==> src/rtl/rdsc_pkg.sv <==
// ----------------------------------------------------------------------------
// rdsc_pkg
// Constants, types and helper functions of the radix digit string converter.
// ----------------------------------------------------------------------------
`default_nettype none

package rdsc_pkg;

  // Sizing
  localparam int VALUE_BITS = 64;
  localparam int MAX_RADIX  = 16;
  localparam int IN_W       = 64;
  localparam int DIG_W      = (MAX_RADIX > 2) ? $clog2(MAX_RADIX) : 1;
  localparam int RADIX_W    = 5;
  localparam int NUM_DIGITS = VALUE_BITS;
  localparam int IDX_W      = $clog2(NUM_DIGITS);
  localparam int CONV_LAST  = 2 * VALUE_BITS - 2;
  localparam int CONV_W     = $clog2(CONV_LAST + 1);
  localparam int CHAR_W     = 8;
  localparam int ALPHA_W    = 64;
  localparam int CFG_IDX_W  = 2;
  localparam int CFG_DATA_W = 64;

  // Register reset values
  localparam logic [RADIX_W-1:0] RADIX_RST    = 5'd10;
  localparam logic [ALPHA_W-1:0] ALPHA_LO_RST = 64'h3736353433323130;
  localparam logic [ALPHA_W-1:0] ALPHA_HI_RST = 64'h6665646362613938;

  // Configuration register indexes
  typedef enum logic [CFG_IDX_W-1:0] {
    CFG_RADIX    = 2'd0,
    CFG_ALPHA_LO = 2'd1,
    CFG_ALPHA_HI = 2'd2
  } cfg_idx_t;

  // Controller states
  typedef enum logic [2:0] {
    ST_IDLE = 3'b001,
    ST_CONV = 3'b010,
    ST_EMIT = 3'b100
  } state_t;

  // Map a digit onto its alphabet byte
  function automatic logic [CHAR_W-1:0] symbol_of(input logic [DIG_W-1:0] d,
                                                  input logic [ALPHA_W-1:0] lo,
                                                  input logic [ALPHA_W-1:0] hi);
    logic [3:0]         dd;
    logic [ALPHA_W-1:0] word;
    dd   = 4'(d);
    word = dd[3] ? hi : lo;
    return word[{dd[2:0], 3'b000} +: CHAR_W];
  endfunction

endpackage

`default_nettype wire

==> src/rtl/rdsc_in_if.sv <==
// ----------------------------------------------------------------------------
// rdsc_in_if
// Valid/ready channel carrying one value to convert.
// ----------------------------------------------------------------------------
`default_nettype none

interface rdsc_in_if;
  logic                      valid;
  logic                      ready;
  logic [rdsc_pkg::IN_W-1:0] value;

  modport source (output valid, output value, input ready);
  modport sink   (input valid, input value, output ready);
endinterface

`default_nettype wire

==> src/rtl/rdsc_out_if.sv <==
// ----------------------------------------------------------------------------
// rdsc_out_if
// Valid/ready channel carrying one output character per transfer.
// ----------------------------------------------------------------------------
`default_nettype none

interface rdsc_out_if;
  logic                        valid;
  logic                        ready;
  logic [rdsc_pkg::CHAR_W-1:0] digit_char;
  logic                        last_char;
  logic                        bad_radix;

  modport source (output valid, output digit_char, output last_char, output bad_radix,
                  input ready);
  modport sink   (input valid, input digit_char, input last_char, input bad_radix,
                  output ready);
endinterface

`default_nettype wire

==> src/rtl/radix_digit_string_converter.sv <==
// ----------------------------------------------------------------------------
// radix_digit_string_converter
// Converts an unsigned value into a string of alphabet characters in a
// configurable radix, most significant digit first.
// ----------------------------------------------------------------------------
// One value is handled at a time. The value is shifted in one bit per cycle,
// MSB first, into a row of 64 digit cells; each cell doubles its digit, adds
// the carry from the cell below and reduces modulo the radix, and hands its
// carry to the next cell through a register, so the bit wavefront ripples up
// the row. The row is then shifted out from the top, one digit per cycle
// while the output is not stalled, with leading zeros dropped. A radix below
// two gives a single error character in the cycle after the transfer.
// Radix values above 16 act as 16.
// ----------------------------------------------------------------------------
`default_nettype none

module radix_digit_string_converter (
  input  wire logic                               clk,
  input  wire logic                               rst_n,
  rdsc_in_if.sink                                 in_ch,
  rdsc_out_if.source                              out_ch,
  input  wire logic                               cfg_we,
  input  wire logic [rdsc_pkg::CFG_IDX_W-1:0]     cfg_index,
  input  wire logic [rdsc_pkg::CFG_DATA_W-1:0]    cfg_wdata
);

  localparam int TOP = rdsc_pkg::NUM_DIGITS - 1;

  // Configuration registers
  logic [rdsc_pkg::RADIX_W-1:0] radix_r;
  logic [rdsc_pkg::ALPHA_W-1:0] alpha_lo_r;
  logic [rdsc_pkg::ALPHA_W-1:0] alpha_hi_r;

  // Control
  rdsc_pkg::state_t              st_r, st_nxt;
  logic [rdsc_pkg::CONV_W-1:0]   conv_cnt_r, conv_cnt_nxt;
  logic [rdsc_pkg::IDX_W-1:0]    emit_cnt_r, emit_cnt_nxt;
  logic                          started_r, started_nxt;

  // Value shift register and digit cells
  logic [rdsc_pkg::VALUE_BITS-1:0] val_r, val_nxt;
  logic [rdsc_pkg::DIG_W-1:0]      dig_r   [rdsc_pkg::NUM_DIGITS];
  logic [rdsc_pkg::DIG_W-1:0]      dig_nxt [rdsc_pkg::NUM_DIGITS];
  logic [rdsc_pkg::NUM_DIGITS-1:0] car_r, car_nxt;
  logic [rdsc_pkg::NUM_DIGITS-1:0] ven_r, ven_nxt;
  logic [rdsc_pkg::NUM_DIGITS-1:0] cin_vec, en_vec;

  // Output register
  logic                        out_vld_r, out_vld_nxt;
  logic [rdsc_pkg::CHAR_W-1:0] out_char_r, out_char_nxt;
  logic                        out_last_r, out_last_nxt;
  logic                        out_bad_r, out_bad_nxt;

  logic [rdsc_pkg::RADIX_W-1:0] radix_eff;
  logic                         bad_radix;
  logic                         out_free;
  logic                         in_ready;
  logic                         in_xfer;
  logic                         feed_en;
  logic                         emit_last;
  logic                         emit_show;
  logic                         emit_adv;
  logic [rdsc_pkg::RADIX_W-1:0] dbl;

  // Effective radix, clamped to the alphabet size
  assign radix_eff = (radix_r > rdsc_pkg::RADIX_W'(rdsc_pkg::MAX_RADIX)) ?
                     rdsc_pkg::RADIX_W'(rdsc_pkg::MAX_RADIX) : radix_r;
  assign bad_radix = radix_eff < rdsc_pkg::RADIX_W'(2);

  // Handshake
  assign out_free = !out_vld_r || out_ch.ready;
  assign in_ready = (st_r == rdsc_pkg::ST_IDLE) && out_free;
  assign in_xfer  = in_ch.valid && in_ready;

  // Bit feed into cell 0 while the conversion counter is below VALUE_BITS
  assign feed_en = (st_r == rdsc_pkg::ST_CONV) &&
                   (conv_cnt_r < rdsc_pkg::CONV_W'(rdsc_pkg::VALUE_BITS));
  assign cin_vec = {car_r[rdsc_pkg::NUM_DIGITS-2:0], val_r[rdsc_pkg::VALUE_BITS-1]};
  assign en_vec  = {ven_r[rdsc_pkg::NUM_DIGITS-2:0], feed_en};

  // Emission: drop leading zeros, always show the lowest digit
  assign emit_last = emit_cnt_r == rdsc_pkg::IDX_W'(TOP);
  assign emit_show = started_r || (dig_r[TOP] != '0) || emit_last;
  assign emit_adv  = (st_r == rdsc_pkg::ST_EMIT) && out_free;

  // Configuration writes
  always_ff @(posedge clk) begin
    if (!rst_n) begin
      radix_r    <= rdsc_pkg::RADIX_RST;
      alpha_lo_r <= rdsc_pkg::ALPHA_LO_RST;
      alpha_hi_r <= rdsc_pkg::ALPHA_HI_RST;
    end else if (cfg_we) begin
      case (rdsc_pkg::cfg_idx_t'(cfg_index))
        rdsc_pkg::CFG_RADIX:    radix_r    <= cfg_wdata[rdsc_pkg::RADIX_W-1:0];
        rdsc_pkg::CFG_ALPHA_LO: alpha_lo_r <= cfg_wdata[rdsc_pkg::ALPHA_W-1:0];
        rdsc_pkg::CFG_ALPHA_HI: alpha_hi_r <= cfg_wdata[rdsc_pkg::ALPHA_W-1:0];
        default: ;
      endcase
    end
  end

  // Controller and output register next state
  always_comb begin
    st_nxt       = st_r;
    conv_cnt_nxt = conv_cnt_r;
    emit_cnt_nxt = emit_cnt_r;
    started_nxt  = started_r;
    val_nxt      = val_r;
    out_vld_nxt  = out_vld_r && !out_ch.ready;
    out_char_nxt = out_char_r;
    out_last_nxt = out_last_r;
    out_bad_nxt  = out_bad_r;
    case (st_r)
      rdsc_pkg::ST_IDLE: begin
        if (in_xfer) begin
          if (bad_radix) begin
            out_vld_nxt  = 1'b1;
            out_char_nxt = '0;
            out_last_nxt = 1'b1;
            out_bad_nxt  = 1'b1;
          end else begin
            st_nxt       = rdsc_pkg::ST_CONV;
            conv_cnt_nxt = '0;
            val_nxt      = in_ch.value[rdsc_pkg::VALUE_BITS-1:0];
          end
        end
      end
      rdsc_pkg::ST_CONV: begin
        conv_cnt_nxt = conv_cnt_r + 1'b1;
        val_nxt      = {val_r[rdsc_pkg::VALUE_BITS-2:0], 1'b0};
        if (conv_cnt_r == rdsc_pkg::CONV_W'(rdsc_pkg::CONV_LAST)) begin
          st_nxt       = rdsc_pkg::ST_EMIT;
          emit_cnt_nxt = '0;
          started_nxt  = 1'b0;
        end
      end
      rdsc_pkg::ST_EMIT: begin
        if (emit_adv) begin
          emit_cnt_nxt = emit_cnt_r + 1'b1;
          if (emit_show) begin
            started_nxt  = 1'b1;
            out_vld_nxt  = 1'b1;
            out_char_nxt = rdsc_pkg::symbol_of(dig_r[TOP], alpha_lo_r, alpha_hi_r);
            out_last_nxt = emit_last;
            out_bad_nxt  = 1'b0;
          end
          if (emit_last) begin
            st_nxt = rdsc_pkg::ST_IDLE;
          end
        end
      end
      default: begin
        st_nxt = rdsc_pkg::ST_IDLE;
      end
    endcase
  end

  // Digit cells: double-and-add with modular reduction, or shift toward the top
  always_comb begin
    dbl = '0;
    for (int j = 0; j < rdsc_pkg::NUM_DIGITS; j++) begin
      dig_nxt[j] = dig_r[j];
      car_nxt[j] = 1'b0;
      ven_nxt[j] = en_vec[j];
      if (in_xfer) begin
        dig_nxt[j] = '0;
      end else if (emit_adv) begin
        dig_nxt[j] = (j == 0) ? '0 : dig_r[(j == 0) ? 0 : j - 1];
      end else if (en_vec[j]) begin
        dbl = rdsc_pkg::RADIX_W'({dig_r[j], cin_vec[j]});
        if (dbl >= radix_eff) begin
          dig_nxt[j] = rdsc_pkg::DIG_W'(dbl - radix_eff);
          car_nxt[j] = 1'b1;
        end else begin
          dig_nxt[j] = rdsc_pkg::DIG_W'(dbl);
        end
      end
    end
  end

  // Control registers
  always_ff @(posedge clk) begin
    if (!rst_n) begin
      st_r      <= rdsc_pkg::ST_IDLE;
      out_vld_r <= 1'b0;
      ven_r     <= '0;
      car_r     <= '0;
    end else begin
      st_r      <= st_nxt;
      out_vld_r <= out_vld_nxt;
      ven_r     <= ven_nxt;
      car_r     <= car_nxt;
    end
  end

  // Datapath registers
  always_ff @(posedge clk) begin
    conv_cnt_r <= conv_cnt_nxt;
    emit_cnt_r <= emit_cnt_nxt;
    started_r  <= started_nxt;
    val_r      <= val_nxt;
    out_char_r <= out_char_nxt;
    out_last_r <= out_last_nxt;
    out_bad_r  <= out_bad_nxt;
    for (int j = 0; j < rdsc_pkg::NUM_DIGITS; j++) begin
      dig_r[j] <= dig_nxt[j];
    end
  end

  // Port drive
  assign in_ch.ready       = in_ready;
  assign out_ch.valid      = out_vld_r;
  assign out_ch.digit_char = out_char_r;
  assign out_ch.last_char  = out_last_r;
  assign out_ch.bad_radix  = out_bad_r;

endmodule

`default_nettype wire

==> src/flat_wrapper.sv <==
// flat-port wrapper written by rule: the top's interface ports become plain ports
module radix_digit_string_converter_flat 
  (clk, rst_n, cfg_we, cfg_index, cfg_wdata, in_ch_valid, in_ch_value, in_ch_ready, out_ch_valid, out_ch_digit_char, out_ch_last_char, out_ch_bad_radix, out_ch_ready);
  rdsc_in_if in_ch_i ();
  rdsc_out_if out_ch_i ();
  input  wire logic clk;
  input  wire logic rst_n;
  input  wire logic cfg_we;
  input  wire logic [rdsc_pkg::CFG_IDX_W-1:0] cfg_index;
  input  wire logic [rdsc_pkg::CFG_DATA_W-1:0] cfg_wdata;
  input wire logic [$bits(in_ch_i.valid)-1:0] in_ch_valid;
  input wire logic [$bits(in_ch_i.value)-1:0] in_ch_value;
  output wire logic [$bits(in_ch_i.ready)-1:0] in_ch_ready;
  output wire logic [$bits(out_ch_i.valid)-1:0] out_ch_valid;
  output wire logic [$bits(out_ch_i.digit_char)-1:0] out_ch_digit_char;
  output wire logic [$bits(out_ch_i.last_char)-1:0] out_ch_last_char;
  output wire logic [$bits(out_ch_i.bad_radix)-1:0] out_ch_bad_radix;
  input wire logic [$bits(out_ch_i.ready)-1:0] out_ch_ready;
  assign in_ch_i.valid = in_ch_valid;
  assign in_ch_i.value = in_ch_value;
  assign in_ch_ready = in_ch_i.ready;
  assign out_ch_valid = out_ch_i.valid;
  assign out_ch_digit_char = out_ch_i.digit_char;
  assign out_ch_last_char = out_ch_i.last_char;
  assign out_ch_bad_radix = out_ch_i.bad_radix;
  assign out_ch_i.ready = out_ch_ready;
  radix_digit_string_converter u_core (.clk(clk), .rst_n(rst_n), .in_ch(in_ch_i), .out_ch(out_ch_i), .cfg_we(cfg_we), .cfg_index(cfg_index), .cfg_wdata(cfg_wdata));
endmodule
==> config.mk <==
export PLATFORM = sky130hd
export DESIGN_NAME = radix_digit_string_converter_flat
export DESIGN_NICKNAME = d
export VERILOG_FILES = /design/src/rtl/rdsc_pkg.sv /design/src/rtl/rdsc_in_if.sv /design/src/rtl/rdsc_out_if.sv /design/src/rtl/radix_digit_string_converter.sv /design/src/flat_wrapper.sv
export SDC_FILE = /design/constraint.sdc
export NUM_CORES = 2
export LEC_CHECK = 0
export ABC_AREA = 1
export BUFFER_PORTS_ARGS = -buffer_cell sky130_fd_sc_hd__buf_2
export CAP_MARGIN = 20
export CORE_MARGIN = 2
export CORE_UTILIZATION = 48
export DETAILED_ROUTE_END_ITERATION = 16
export SETUP_SLACK_MARGIN = 0.1
export SLEW_MARGIN = 20
export SYNTH_ARGS = -nofsm -noshare
export SYNTH_HDL_FRONTEND = slang
export SYNTH_SLANG_ARGS = --single-unit
export TNS_END_PERCENT = 5
==> constraint.sdc <==
create_clock -name clk -period 23.2 [get_ports clk]
set_input_delay 3.48 -clock clk [delete_from_list [all_inputs] [get_ports clk]]
set_output_delay 3.48 -clock clk [all_outputs]
set_load 0.01 [all_outputs]
==> metrics.cfg <==
[detailed_routing]
firstDrtPassIters=8
wire_per_inst_um=14.3
vias=37200
ant_nets=0
drtIter0Drc=2184
routed_via_density=5.13
routed_wl_mm=104
drc_errors=0

[floorplanning]
die-area_um2=87100
initial_core_util_pct=48.5
fp-row-count=106
die_w_um=295
dieHeight_um=295
core-area_um2=83800
ioPinCount=147

[pwr]
p_leak_nw=21.2
vdd_drop_max_mv=0.0475
total_power_mw=2.61
power_density_nw_per_um2=58.4

[setup_path]
cp-end-kind=primary output
reg2reg_to=u_core.dig_r[6][0]
arrival_ns=4.08
path_max_fanout=5
required_ns=19.72
slowest_stage=buf_2
slowest_delay_ns=0.16
r2r_slack_ns=19.55
rr_startpoint=u_core.radix_r[4]
r2r_cells=12
start_kind=input port
path_cells=buf_2, inv_1, nand2_4, inv_1, nor2_1, buf_2
crit_type=input port to primary output

[clock_network]
cts_buffers=73
cts.htree.levels=3
cts_setup_buffers=0
clkSinkCount=607
clk_pin_slew_ns=0.05
cts_tree=done
postCtsHoldBufs=0
ctsResizeCount=0
clock-root-buffer=clkbuf_16
cts_max_path_buffers=3
clk_latency_ns=0.63

[timing]
final_min_period_over_clock_period_pct=32.6
tns_ns=0
setup_viol=0
hold_viol=0
finClkSkew_ns=0.0239
post-route-min-period_ns=7.56
maxSlewViolCount=0
clock.fmax_mhz=132
tightest_slew_ns=1.10
grt_setup_unrepaired=no
max_slew_margin_pct=26.7

[finish]
nets=6570
area_delta_synth_final_pct=10.0
drive_gt1_share_pct=5.00
fin_cells=7243
final_common_cell=nand2_1
layout_common_cells=nand2_1, inv_1, nand3_1

[hold_path]
hold_path.startpoint=u_core.alpha_lo_r[36]
hold_path.class=flop to flop
whs_path_depth=2
min_to=u_core.alpha_lo_r[36]

[synthesis]
synth_fp_nets=6512
synth.cell_area_um2=40700
ys_seq_elements=607
avgSynthCellArea_um2=6.79
yosys_warnings=0
postSynthCellCount=5990
synth_cell_types=26
synth.top_cell.area_share_pct=25.5
yosys.area.top_type=dfxtp_1
synth_seq_area_share_pct=32.0
synthTopCellsByArea=dfxtp_1, nand2_1, inv_1

[global_route]
grt_pass1_wl_mm=174
grt_usage_pct=23.8
grt_pass1_vias=35200
antenna_found_initial=5
overflow=0
grt_max_degree=119

[status]
status=completed

[placed_design]
dp_cells=7107
numPortBuffers=146
routabilityCongestion=0.847
dpl.hpwl_mm=67.3

[job]
max-cap-violations=0

## power breakdown
part | switching [mW] | internal [mW]
Clock | 0.476 | 0.667
Combinational | 0.235 | 0.105
Sequential | 0.0150 | 1.12
## sequential cells by signal, indices dropped and copies added (netlist names)
name	flops
u_core.alpha_hi_r	64
u_core.val_r	64
u_core.alpha_lo_r	64
u_core.ven_r	63
u_core.out_ch.digit_char	8
u_core.emit_cnt_r	6
u_core.radix_r	5
u_core.st_r	3
u_core.dig_r	256
u_core.out_ch.bad_radix	1
u_core.out_ch.valid	1
u_core.started_r	1
u_core.conv_cnt_r	7
u_core.car_r	63
u_core.out_ch.last_char	1
## cell families (layout without fill, tap and decap cells)
kind of cell / after synthesis / in the layout / synth area share [%]
AND/OR/NAND/NOR: 2714 / 2714 / 30.1
buffers and inverters: 1451 / 1565 / 13.6
AO/OA/AOI/OAI: 763 / 763 / 9.80
flip-flops: 607 / 607 / 32.0
adder cells (fa/ha/maj): 387 / 387 / 13.1
XOR/XNOR: 68 / 68 / 1.46
other: 0 / 5 / 0
## routing by layer
metal | up-vias | part of all wire, % | GRT usage [%]
met5 | - | 0 | 0
met3 | 141 | 3.5 | 2.65
met4 | 0 | 2.1 | 5.72
li1 | 19600 | - | -
met1 | 16800 | 48 | 32.2
met2 | 562 | 46 | 40.8
## metrics by stage
step	hold WS [ns]	util, %	area, um2	setup slack (ns)
after floorplan	0.420	-	40700	13.79
after global placement	0.431	50.5	42400	15.61
after detailed placement	0.436	50.5	42400	15.64
after CTS	0.445	53.4	44800	15.63
after global routing	0.468	53.4	44800	15.58
final	0.448	53.4	44800	15.64
## synthesized netlist by cell type (all sizes together)
cell	count
fa	64
inv	1255
o21ai	298
edfxtp	88
and2	1
a21oi	397
nor3b	61
o21a	1
a31oi	1
clkinv	3
nor3	6
clkbuf	131
xor2	57
dfxtp	519
o211ai	66
nand3	911
nor2	110
buf	62
xnor2	11
ha	323
nand2	1365
nand4	260
## layout make-up
type | instances | area [um2]
antenna | 5 | 12.5
inverter | 1258 | 4740
multi-input combinational | 3932 | 22200
timing repair buffer | 176 | 962
sequential | 607 | 13000
clock inverter | 20 | 240
clock buffer | 111 | 2150
tap | 1134 | 1420
fill | 8525 | 39100
## worst max-delay path, delay by kind of cell
kind / cells / cell delay (ns)
buffers and inverters: 4 / 0.36
and+or+nand+nor: 2 / 0.24
## worst max-delay path by stage
| stage | start | to | slack (ns) |
|---|---|---|---|
| floorplan | out_ch_ready | u_core.conv_cnt_r[0] | 13.79 |
| global placement | out_ch_ready | in_ch_ready | 15.61 |
| detailed placement | out_ch_ready | in_ch_ready | 15.64 |
| CTS | out_ch_ready | in_ch_ready | 15.63 |
| global route | out_ch_ready | in_ch_ready | 15.58 |
| finish | out_ch_ready | in_ch_ready | 15.64 |
No activity file was read; power rests on OpenSTA's default activity.
